==> src/lqrsf_pkg.sv <==
// Shared types, constants and functions for the LQR attitude state-feedback unit.
// No dependencies; used by every module of the block.
`default_nettype none

package lqrsf_pkg;

  localparam int FIN_COUNT      = 4;
  localparam int STATE_COUNT    = 6;
  localparam int GAIN_FRAC_BITS = 12;
  localparam int GAIN_ENTRIES   = FIN_COUNT * STATE_COUNT;
  localparam int ADDR_W         = $clog2(GAIN_ENTRIES);
  localparam int COL_W          = $clog2(STATE_COUNT);
  localparam int ROW_W          = $clog2(FIN_COUNT);

  localparam int GAIN_W  = 16;
  localparam int ANGLE_W = 15;
  localparam int ERR_W   = ANGLE_W + 1;
  localparam int RATE_W  = 16;
  localparam int X_W     = RATE_W + 3;              // negated rate times 4
  localparam int PROD_W  = GAIN_W + X_W;
  localparam int ACC_W   = PROD_W + 3;              // six products
  localparam int SH_W    = ACC_W - GAIN_FRAC_BITS;
  localparam int LIM_W   = 14;
  localparam int OUT_W   = 15;
  localparam int CFG_W   = 32;
  localparam int PADDR_W = 5;

  localparam logic signed [ERR_W-1:0] HALF_TURN = ERR_W'(11520);
  localparam logic signed [ERR_W-1:0] TURN      = ERR_W'(23040);
  localparam logic signed [ACC_W-1:0] ROUND_HALF = ACC_W'(1) << (GAIN_FRAC_BITS - 1);
  localparam logic [ADDR_W-1:0] LAST_ADDR = ADDR_W'(GAIN_ENTRIES - 1);
  localparam logic [COL_W-1:0]  LAST_COL  = COL_W'(STATE_COUNT - 1);
  localparam logic [ROW_W-1:0]  LAST_ROW  = ROW_W'(FIN_COUNT - 1);
  localparam logic [LIM_W-1:0]  LIMIT_RESET = LIM_W'(3840);

  typedef enum logic {
    OP_COMPUTE = 1'b0,
    OP_LOAD    = 1'b1
  } op_t;

  typedef enum logic [2:0] {
    REG_ROLL_WRAP   = 3'd0,
    REG_ROLL_NEG    = 3'd1,
    REG_PITCH_NEG   = 3'd2,
    REG_YAW_NEG     = 3'd3,
    REG_DEFL_LIMIT  = 3'd4
  } reg_index_t;

  typedef logic signed [X_W-1:0]   xval_t;
  typedef xval_t [STATE_COUNT-1:0] xvec_t;
  typedef logic signed [OUT_W-1:0] fin_t;
  typedef fin_t [FIN_COUNT-1:0]    fin_vec_t;

  // One MAC step as issued by the sequencer.
  typedef struct packed {
    logic             valid;
    logic             first;
    logic             last;
    logic [COL_W-1:0] col;
    logic [ROW_W-1:0] row;
  } mac_ctrl_t;

  // Gains loaded at reset, Q4.12, row*6 + column.
  function automatic logic signed [GAIN_W-1:0] gain_reset_value(input logic [ADDR_W-1:0] idx);
    logic signed [GAIN_W-1:0] g;
    case (idx)
      5'd0, 5'd6, 5'd12, 5'd18: g = 16'sd1957;
      5'd1, 5'd19:              g = 16'sd2039;
      5'd7, 5'd13:              g = -16'sd2039;
      5'd2, 5'd8:               g = 16'sd6437;
      5'd14, 5'd20:             g = -16'sd6437;
      5'd3, 5'd9, 5'd15, 5'd21: g = 16'sd642;
      5'd4, 5'd22:              g = 16'sd936;
      5'd10, 5'd16:             g = -16'sd936;
      5'd5, 5'd11:              g = 16'sd1366;
      5'd17, 5'd23:             g = -16'sd1366;
      default:                  g = '0;
    endcase
    return g;
  endfunction

  // Two passes of +-360 degree correction; exactly +-180 stays.
  function automatic logic signed [ERR_W-1:0] wrap_half_turn(input logic signed [ERR_W-1:0] a);
    logic signed [ERR_W-1:0] v;
    v = a;
    for (int k = 0; k < 2; k++) begin
      if (v > HALF_TURN) begin
        v = v - TURN;
      end else if (v < -HALF_TURN) begin
        v = v + TURN;
      end
    end
    return v;
  endfunction

endpackage

`default_nettype wire

==> src/lqrsf_gain_store.sv <==
// Gain table: 24-entry synchronous RAM with registered read.
// Entries never loaded read as the built-in gains (valid bit per entry). Uses lqrsf_pkg.
`default_nettype none

module lqrsf_gain_store (
  input  wire logic                                clk,
  input  wire logic                                rst,
  input  wire logic                                wr_en,
  input  wire logic [lqrsf_pkg::ADDR_W-1:0]        wr_addr,
  input  wire logic signed [lqrsf_pkg::GAIN_W-1:0] wr_data,
  input  wire logic                                rd_en,
  input  wire logic [lqrsf_pkg::ADDR_W-1:0]        rd_addr,
  output logic signed [lqrsf_pkg::GAIN_W-1:0]      rd_gain
);

  logic signed [lqrsf_pkg::GAIN_W-1:0] mem [lqrsf_pkg::GAIN_ENTRIES];
  logic [lqrsf_pkg::GAIN_ENTRIES-1:0]  loaded;
  logic signed [lqrsf_pkg::GAIN_W-1:0] q;
  logic [lqrsf_pkg::ADDR_W-1:0]        rd_addr_q;
  logic                                loaded_q;
  logic                                wr_ok;

  assign wr_ok = wr_en && (wr_addr <= lqrsf_pkg::LAST_ADDR);

  always_ff @(posedge clk) begin
    if (wr_ok) begin
      mem[wr_addr] <= wr_data;
    end
    if (rd_en) begin
      q         <= mem[rd_addr];
      rd_addr_q <= rd_addr;
      loaded_q  <= loaded[rd_addr];
    end
  end

  always_ff @(posedge clk) begin
    if (rst) begin
      loaded <= '0;
    end else if (wr_ok) begin
      loaded[wr_addr] <= 1'b1;
    end
  end

  assign rd_gain = loaded_q ? q : lqrsf_pkg::gain_reset_value(rd_addr_q);

endmodule

`default_nettype wire

==> src/lqrsf_mac.sv <==
// Multiply-accumulate datapath: state vector registers, one 16x19 multiplier,
// accumulator, rounding and clamp into the fin deflection registers. Uses lqrsf_pkg.
`default_nettype none

module lqrsf_mac (
  input  wire logic                                clk,
  input  wire logic                                rst,
  input  wire logic                                x_load,
  input  wire lqrsf_pkg::xvec_t                    x_in,
  input  wire lqrsf_pkg::mac_ctrl_t                ctrl,
  input  wire logic signed [lqrsf_pkg::GAIN_W-1:0] rd_gain,
  input  wire logic [lqrsf_pkg::LIM_W-1:0]         limit,
  output lqrsf_pkg::fin_vec_t                      fins,
  output logic                                     fins_done
);

  lqrsf_pkg::xvec_t      xr;
  lqrsf_pkg::mac_ctrl_t  c1, c2, c3;
  logic signed [lqrsf_pkg::PROD_W-1:0] prod;
  logic signed [lqrsf_pkg::ACC_W-1:0]  acc;
  logic signed [lqrsf_pkg::ACC_W-1:0]  prod_ext;
  logic signed [lqrsf_pkg::ACC_W-1:0]  rnd;
  logic signed [lqrsf_pkg::SH_W-1:0]   sh;
  logic signed [lqrsf_pkg::SH_W-1:0]   lim_pos;
  logic signed [lqrsf_pkg::SH_W-1:0]   clamped;

  // c1: gain read returns; c2: product registered; c3: row sum complete
  always_ff @(posedge clk) begin
    if (rst) begin
      c1        <= '0;
      c2        <= '0;
      c3        <= '0;
      fins_done <= 1'b0;
    end else begin
      c1        <= ctrl;
      c2        <= c1;
      c3        <= '{valid: c2.valid && c2.last, first: c2.first, last: c2.last,
                     col: c2.col, row: c2.row};
      fins_done <= c3.valid && (c3.row == lqrsf_pkg::LAST_ROW);
    end
  end

  always_ff @(posedge clk) begin
    if (x_load) begin
      xr <= x_in;
    end
    if (c1.valid) begin
      prod <= lqrsf_pkg::PROD_W'($signed(rd_gain) * $signed(xr[c1.col]));
    end
    if (c2.valid) begin
      acc <= c2.first ? -prod_ext : acc - prod_ext;
    end
    if (c3.valid) begin
      fins[c3.row] <= clamped[lqrsf_pkg::OUT_W-1:0];
    end
  end

  assign prod_ext = {{(lqrsf_pkg::ACC_W - lqrsf_pkg::PROD_W){prod[lqrsf_pkg::PROD_W-1]}}, prod};

  // round half up, then clamp to +-limit
  always_comb begin
    rnd     = acc + lqrsf_pkg::ROUND_HALF;
    sh      = rnd[lqrsf_pkg::ACC_W-1:lqrsf_pkg::GAIN_FRAC_BITS];
    lim_pos = $signed({{(lqrsf_pkg::SH_W - lqrsf_pkg::LIM_W){1'b0}}, limit});
    if (sh > lim_pos) begin
      clamped = lim_pos;
    end else if (sh < -lim_pos) begin
      clamped = -lim_pos;
    end else begin
      clamped = sh;
    end
  end

endmodule

`default_nettype wire

==> src/lqr_attitude_state_feedback_unit.sv <==
// Top level of the LQR attitude state-feedback unit: stream ports, APB registers,
// MAC sequencer and result register. Uses lqrsf_pkg, lqrsf_gain_store, lqrsf_mac.
`default_nettype none

// A load transaction (tuser = 1) writes one gain and leaves the input ready;
// an index above 23 is dropped. A compute transaction (tuser = 0) walks the 4x6
// gain table through one multiplier, one gain per cycle from the gain RAM. After
// the last read the product is registered, accumulated, then rounded and clamped
// into the fin registers; the done flag is registered, and the axis commands are
// then formed into the output register. s_axis_tready is low during that walk and
// returns the cycle after the result is loaded, so a compute item is not accepted
// while the previous one is walking; the next item is accepted even if the
// downstream side has not taken the result yet, and a following result waits at
// the end of its walk until the output register is free. Gains come up as the
// built-in LQR set after reset with no clearing pass.
module lqr_attitude_state_feedback_unit (
  input  wire logic         clk,
  input  wire logic         rst,
  input  wire logic         s_axis_tvalid,
  output logic              s_axis_tready,
  // gain_index[4:0], gain_value[20:5], roll_now[35:21], roll_goal[50:36],
  // pitch_now[65:51], pitch_goal[80:66], yaw_now[95:81], yaw_goal[110:96],
  // roll_rate[126:111], pitch_rate[142:127], yaw_rate[158:143], zero[159]
  input  wire logic [159:0] s_axis_tdata,
  // op[0]
  input  wire logic         s_axis_tuser,
  output logic              m_axis_tvalid,
  input  wire logic         m_axis_tready,
  // fin_upper_right[14:0], fin_upper_left[29:15], fin_lower_left[44:30],
  // fin_lower_right[59:45], roll_command[74:60], pitch_command[89:75],
  // yaw_command[104:90], zero[111:105]
  output logic [111:0]      m_axis_tdata,
  input  wire logic         psel,
  input  wire logic         penable,
  input  wire logic         pwrite,
  input  wire logic [lqrsf_pkg::PADDR_W-1:0] paddr,
  input  wire logic [lqrsf_pkg::CFG_W-1:0]   pwdata,
  output logic [lqrsf_pkg::CFG_W-1:0]        prdata,
  output logic              pready
);

  typedef enum logic [1:0] {
    ST_IDLE,
    ST_RUN,
    ST_WAIT,
    ST_EMIT
  } state_t;

  state_t state;

  logic                              roll_wrap_enable;
  logic                              roll_rate_negate;
  logic                              pitch_rate_negate;
  logic                              yaw_rate_negate;
  logic [lqrsf_pkg::LIM_W-1:0]       deflection_limit;

  logic [lqrsf_pkg::ADDR_W-1:0]      addr;
  logic [lqrsf_pkg::COL_W-1:0]       col;
  logic [lqrsf_pkg::ROW_W-1:0]       row;

  logic [lqrsf_pkg::ADDR_W-1:0]        gain_index;
  logic signed [lqrsf_pkg::GAIN_W-1:0] gain_value;
  logic signed [lqrsf_pkg::ANGLE_W-1:0] roll_now, roll_goal, pitch_now, pitch_goal;
  logic signed [lqrsf_pkg::ANGLE_W-1:0] yaw_now, yaw_goal;
  logic signed [lqrsf_pkg::RATE_W-1:0]  roll_rate, pitch_rate, yaw_rate;

  logic                 in_accept;
  logic                 load_we;
  logic                 cfg_we;
  logic                 out_free;
  lqrsf_pkg::xvec_t     x_in;
  lqrsf_pkg::mac_ctrl_t ctrl;
  lqrsf_pkg::fin_vec_t  fins;
  logic                 fins_done;
  logic signed [lqrsf_pkg::GAIN_W-1:0] rd_gain;
  logic signed [lqrsf_pkg::OUT_W-1:0]  roll_command, pitch_command, yaw_command;

  assign gain_index = s_axis_tdata[4:0];
  assign gain_value = s_axis_tdata[20:5];
  assign roll_now   = s_axis_tdata[35:21];
  assign roll_goal  = s_axis_tdata[50:36];
  assign pitch_now  = s_axis_tdata[65:51];
  assign pitch_goal = s_axis_tdata[80:66];
  assign yaw_now    = s_axis_tdata[95:81];
  assign yaw_goal   = s_axis_tdata[110:96];
  assign roll_rate  = s_axis_tdata[126:111];
  assign pitch_rate = s_axis_tdata[142:127];
  assign yaw_rate   = s_axis_tdata[158:143];

  assign s_axis_tready = (state == ST_IDLE);
  assign in_accept     = s_axis_tvalid && s_axis_tready;
  assign load_we       = in_accept && (s_axis_tuser == lqrsf_pkg::OP_LOAD);
  assign cfg_we        = psel && penable && pwrite && pready;
  assign pready        = 1'b1;
  assign out_free      = !m_axis_tvalid || m_axis_tready;

  // Rate term: optional negate, then x4 to reach 1/64 degree per second.
  function automatic lqrsf_pkg::xval_t rate_term(
    input logic signed [lqrsf_pkg::RATE_W-1:0] r,
    input logic                                neg
  );
    logic signed [lqrsf_pkg::RATE_W:0] r_ext;
    r_ext = {r[lqrsf_pkg::RATE_W-1], r};
    if (neg) begin
      r_ext = -r_ext;
    end
    return {r_ext, 2'b00};
  endfunction

  function automatic lqrsf_pkg::xval_t err_term(input logic signed [lqrsf_pkg::ERR_W-1:0] e);
    return {{(lqrsf_pkg::X_W - lqrsf_pkg::ERR_W){e[lqrsf_pkg::ERR_W-1]}}, e};
  endfunction

  // (sum + 2) >> 2, floor
  function automatic logic signed [lqrsf_pkg::OUT_W-1:0] quarter(
    input logic signed [lqrsf_pkg::OUT_W+2:0] s
  );
    logic signed [lqrsf_pkg::OUT_W+2:0] t;
    t = s + 18'sd2;
    return t[lqrsf_pkg::OUT_W+1:2];
  endfunction

  always_comb begin
    logic signed [lqrsf_pkg::ERR_W-1:0] roll_diff;
    logic signed [lqrsf_pkg::ERR_W-1:0] pitch_diff;
    logic signed [lqrsf_pkg::ERR_W-1:0] yaw_diff;
    roll_diff  = {roll_now[lqrsf_pkg::ANGLE_W-1], roll_now}
               - {roll_goal[lqrsf_pkg::ANGLE_W-1], roll_goal};
    pitch_diff = {pitch_now[lqrsf_pkg::ANGLE_W-1], pitch_now}
               - {pitch_goal[lqrsf_pkg::ANGLE_W-1], pitch_goal};
    yaw_diff   = {yaw_now[lqrsf_pkg::ANGLE_W-1], yaw_now}
               - {yaw_goal[lqrsf_pkg::ANGLE_W-1], yaw_goal};
    if (roll_wrap_enable) begin
      roll_diff = lqrsf_pkg::wrap_half_turn(roll_diff);
    end
    yaw_diff = lqrsf_pkg::wrap_half_turn(yaw_diff);
    x_in[0] = err_term(roll_diff);
    x_in[1] = err_term(pitch_diff);
    x_in[2] = err_term(yaw_diff);
    x_in[3] = rate_term(roll_rate, roll_rate_negate);
    x_in[4] = rate_term(pitch_rate, pitch_rate_negate);
    x_in[5] = rate_term(yaw_rate, yaw_rate_negate);
  end

  always_comb begin
    logic signed [lqrsf_pkg::OUT_W+2:0] d0, d1, d2, d3;
    d0 = {{3{fins[0][lqrsf_pkg::OUT_W-1]}}, fins[0]};
    d1 = {{3{fins[1][lqrsf_pkg::OUT_W-1]}}, fins[1]};
    d2 = {{3{fins[2][lqrsf_pkg::OUT_W-1]}}, fins[2]};
    d3 = {{3{fins[3][lqrsf_pkg::OUT_W-1]}}, fins[3]};
    roll_command  = quarter(d0 + d1 + d2 + d3);
    pitch_command = quarter(d0 - d1 - d2 + d3);
    yaw_command   = quarter(d0 + d1 - d2 - d3);
  end

  always_comb begin
    ctrl.valid = (state == ST_RUN);
    ctrl.first = (col == '0);
    ctrl.last  = (col == lqrsf_pkg::LAST_COL);
    ctrl.col   = col;
    ctrl.row   = row;
  end

  always_comb begin
    unique case (lqrsf_pkg::reg_index_t'(paddr[4:2]))
      lqrsf_pkg::REG_ROLL_WRAP:  prdata = {31'd0, roll_wrap_enable};
      lqrsf_pkg::REG_ROLL_NEG:   prdata = {31'd0, roll_rate_negate};
      lqrsf_pkg::REG_PITCH_NEG:  prdata = {31'd0, pitch_rate_negate};
      lqrsf_pkg::REG_YAW_NEG:    prdata = {31'd0, yaw_rate_negate};
      lqrsf_pkg::REG_DEFL_LIMIT: prdata = {18'd0, deflection_limit};
      default:                   prdata = '0;
    endcase
  end

  always_ff @(posedge clk) begin
    if (rst) begin
      state             <= ST_IDLE;
      addr              <= '0;
      col               <= '0;
      row               <= '0;
      m_axis_tvalid     <= 1'b0;
      roll_wrap_enable  <= 1'b0;
      roll_rate_negate  <= 1'b0;
      pitch_rate_negate <= 1'b0;
      yaw_rate_negate   <= 1'b0;
      deflection_limit  <= lqrsf_pkg::LIMIT_RESET;
    end else begin
      if (cfg_we) begin
        unique case (lqrsf_pkg::reg_index_t'(paddr[4:2]))
          lqrsf_pkg::REG_ROLL_WRAP:  roll_wrap_enable  <= pwdata[0];
          lqrsf_pkg::REG_ROLL_NEG:   roll_rate_negate  <= pwdata[0];
          lqrsf_pkg::REG_PITCH_NEG:  pitch_rate_negate <= pwdata[0];
          lqrsf_pkg::REG_YAW_NEG:    yaw_rate_negate   <= pwdata[0];
          lqrsf_pkg::REG_DEFL_LIMIT: deflection_limit  <= pwdata[lqrsf_pkg::LIM_W-1:0];
          default: ;
        endcase
      end

      // a new result replaces the one being taken in the same cycle
      if ((state == ST_EMIT) && out_free) begin
        m_axis_tvalid <= 1'b1;
      end else if (m_axis_tready) begin
        m_axis_tvalid <= 1'b0;
      end

      unique case (state)
        ST_IDLE: begin
          if (in_accept && (s_axis_tuser == lqrsf_pkg::OP_COMPUTE)) begin
            state <= ST_RUN;
            addr  <= '0;
            col   <= '0;
            row   <= '0;
          end
        end
        ST_RUN: begin
          addr <= addr + 1'b1;
          if (col == lqrsf_pkg::LAST_COL) begin
            col <= '0;
            row <= row + 1'b1;
          end else begin
            col <= col + 1'b1;
          end
          if (addr == lqrsf_pkg::LAST_ADDR) begin
            state <= ST_WAIT;
          end
        end
        ST_WAIT: begin
          if (fins_done) begin
            state <= ST_EMIT;
          end
        end
        ST_EMIT: begin
          if (out_free) begin
            m_axis_tdata  <= {7'd0, yaw_command, pitch_command, roll_command,
                              fins[3], fins[2], fins[1], fins[0]};
            state         <= ST_IDLE;
          end
        end
        default: state <= ST_IDLE;
      endcase
    end
  end

  lqrsf_gain_store u_gain_store (
    .clk     (clk),
    .rst     (rst),
    .wr_en   (load_we),
    .wr_addr (gain_index),
    .wr_data (gain_value),
    .rd_en   (ctrl.valid),
    .rd_addr (addr),
    .rd_gain (rd_gain)
  );

  lqrsf_mac u_mac (
    .clk       (clk),
    .rst       (rst),
    .x_load    (in_accept),
    .x_in      (x_in),
    .ctrl      (ctrl),
    .rd_gain   (rd_gain),
    .limit     (deflection_limit),
    .fins      (fins),
    .fins_done (fins_done)
  );

endmodule

`default_nettype wire

==> config.mk <==
export PLATFORM = sky130hd
export DESIGN_NAME = lqr_attitude_state_feedback_unit
export DESIGN_NICKNAME = d
export VERILOG_FILES = /design/src/lqrsf_pkg.sv /design/src/lqrsf_gain_store.sv /design/src/lqrsf_mac.sv /design/src/lqr_attitude_state_feedback_unit.sv
export SDC_FILE = /design/constraint.sdc
export NUM_CORES = 2
export LEC_CHECK = 0
export BUFFER_PORTS_ARGS = -buffer_cell sky130_fd_sc_hd__buf_2
export CAP_MARGIN = 25
export CORE_MARGIN = 1
export CORE_UTILIZATION = 45
export CTS_CLUSTER_DIAMETER = 120
export DETAILED_ROUTE_END_ITERATION = 16
export SLEW_MARGIN = 20
export SYNTH_ARGS = -nofsm -noshare
export SYNTH_HDL_FRONTEND = slang
export SYNTH_SLANG_ARGS = --single-unit
==> constraint.sdc <==
create_clock -name clk -period 8.9 [get_ports clk]
set_input_delay 0.445 -clock clk [delete_from_list [all_inputs] [get_ports clk]]
set_output_delay 0.445 -clock clk [all_outputs]
set_load 0.02 [all_outputs]
==> results.cfg <==
[setup_path]
cp-start-kind = flop
crit_required_ns = 9.30
cp_data_arrival_time_ns = 8.68
crit_type = reg -> reg
crit_fanout = 21
end_kind = flop

[layout]
area_growth_pct = 12.50
fin_util_pct = 51.28
fillers = 10710
final_cell_mix = edfxtp_1 (743), inv_1 (699), nor2_1 (429), fa_1 (372), nand2_1 (361)
layout.nets = 5990
finalNonFillerCells = 6781
register_area_mm2 = 0.02398
final_common_cell = edfxtp_1
multi_input_area_mm2 = 0.02776
drive_gt1_share_pct = 14.81

[yosys]
ys.flop_type = edfxtp_1
ys_ff_latch = 826
synthMuxAreaShare_pct = 7.069
synth_cell_types = 104
ys_async_sr_fraction_pct = 0
yosys_warnings = 0
yosys.area_share.simple_pct = 9.749
synthAdderAreaFrac_pct = 20.88
synthCells = 4714
post_synth_xor_area_fraction_pct = 4.013
postSynthAreaPerCell_um2 = 11.65
synth_edf_count = 743
synth_top_family_by_area = adder cells
ys_seq_area_share_pct = 43.66
synth-compound-area-share_pct = 8.626
netlist_area_mm2 = 0.05490

[floorplan]
ioPinCount = 352
die_area_mm2 = 0.1234
dieWidth_um = 351.3
coreArea_mm2 = 0.1204
rows = 127
start_util_pct = 45.58
die_h_um = 351.3

[timing]
finalSetupViolations = 0
setup_tns_ns = 0
fin_crit_sh_pct = 93.03
tightest_slew_ns = 1.044
fin_skew_ns = 0.07372
fin_crit_ns = 8.280
holdWs_ns = 0.05087
max_freq_ghz = 0.1208
slew_headroom_pct = 30.12
rsz0062_at_grt = false
hold_violations = 0
slew_viol_final = 0

[detailed_routing]
detail-route-antenna-nets = 0
vias = 35660
avgRoutedWirePerCell_um = 19.08
wl_um = 129400
drc_errors = 0
first_pass_iters = 5
viasPerCell = 5.259
first_iter_violations = 2300

[global_routing]
track_usage_pct = 21.23
grt_pass1_vias = 36010
grt_max_degree = 80
antenna_found_initial = 12
grt_pass1_wl_um = 202300
grt_overflow_total = 0

[clock_tree]
cts_root_buffer = clkbuf_16
insertion_delay_ns = 0.72
post_cts_buffers = 0
cts_max_level = 3
numCtsBuffers = 92
clk_pin_slew_worst_paths_ns = 0.06
cts_num_sinks = 826
cts_tree = built
clock_path_buffers = 3

[status]
status = finished clean

[placement]
dp_cells = 6599
place_hpwl_um = 97410
portBuffers = 304
gp_congestion = 0.9222

[flow_run]
max-cap-violations = 0

[hold_path]
hp-class = in -> reg
[routing by layer]
metal  part of all wire, %  track usage (%)  vias up
met1                    44            28.69    17580
met3                   5.2            3.199      175
met5                 0.074                0        -
met2                    48            35.51      869
met4                   2.5            5.972       14
li1                      -                -    17020
[logic make-up after synthesis]
family                     count (synthesis)
buffers and inverters                    846
adders and majority gates                693
other                                      2
DFF                                      826
xor gates and xnor gates                 249
muxes                                    218
AOI/OAI and AO/OA                        705
and+or+nand+nor                         1175
[final cells by class]
cell class	count	area share, %
Multi-Input combinational cell	3066	44.94
Clock inverter	46	0.9521
Timing Repair Buffer	404	3.723
Inverter	702	4.270
Tap cell	1612	3.265
Antenna cell	5	0.02026
Sequential cell	826	38.83
Clock buffer	120	3.995
[Yosys cell counts (all sizes together), types with 9 or more instances]
cell type	count	area (um^2)
buf	52	305.3
o22ai	24	150.1
a221oi	9	78.83
and3	47	294.0
nor2	431	1623
clkbuf	92	345.3
nor4	15	121.4
nor3	49	256.5
o21ai	147	743.2
nor2b	49	306.5
nand3	57	290.3
nand2b	45	284.0
a21oi	191	970.9
or4	13	97.59
xnor2	186	1644
or3	19	118.9
a21o	51	382.9
or2	25	156.4
o31ai	30	225.2
o21bai	23	176.4
a211o	9	78.83
mux2i	70	716.9
ha	321	4016
fa	372	7447
mux4	133	2995
mux2	15	168.9
xor2	63	559.3
o22a	16	140.1
o211ai	27	212.7
a31o	9	78.83
o21a	38	285.3
and2	13	81.33
edfxtp	743	22310
dfxtp	83	1662
nand4	24	150.1
nand2	361	1355
a21boi	29	217.7
inv	702	2635
a211oi	23	200.2
a31oi	9	56.30
nand3b	11	82.58
[repair_timing]
action	in CTS	in global routing
hold endpoints to repair	11	0
setup endpoints to repair	0	0
resized for setup	0	0
hold buffers	11	0
[metrics by stage]
stage	instance area [um^2]	setup WS, ns
6_report	61770	0.6204
5_1_grt	61760	0.08731
4_1_cts	61750	0.5729
3_5_place_dp	58590	0.6039
3_3_place_gp	58580	0.6576
2_1_floorplan	55000	1.086
[registers in the layout, summed over array words and instances (netlist names), 5 cells and up, named ones only]
name                    flops
addr                        5
deflection_limit           14
m_axis_tdata              105
u_gain_store.loaded        24
u_gain_store.mem          384
u_gain_store.q             16
u_gain_store.rd_addr_q      5
u_mac.acc                  38
u_mac.c1                    8
u_mac.c2                    5
u_mac.fins                 60
u_mac.prod                 35
u_mac.xr                   99
[final timing paths]
check,startpoint,to,slack (ns),depth (start not counted)
worst max-delay path,u_mac.c1[2],u_mac.prod[32],0.62,26
worst min-delay path,pwdata[13],deflection_limit[13],0.05,3
worst max register to register,u_mac.c1[2],u_mac.prod[32],0.62,26
worst min register to register,u_mac.c1[0],u_mac.c2[0],0.44,1
[critical path, stage by stage (launching register included)]
cell      delay [ns]
dfxtp_2         0.74
mux4_2          0.60
inv_1           0.10
o22a_1          0.49
nor2_1          0.15
fa_1            0.56
inv_1           0.06
fa_1            0.56
fa_1            0.44
fa_1            0.49
inv_1           0.05
fa_1            0.53
inv_1           0.05
fa_1            0.52
inv_1           0.04
ha_1            0.34
a21o_1          0.18
a21oi_1         0.17
o21ai_0         0.13
a211oi_1        0.32
o31ai_1         0.18
a31oi_1         0.24
o21ai_0         0.16
a221oi_1        0.49
o21bai_1        0.11
a21oi_1         0.20
xnor2_1         0.08
Power is left out: the tool's default activity adds up to more than one toggle a clock period on the data nets, which glitch-free logic cannot reach.
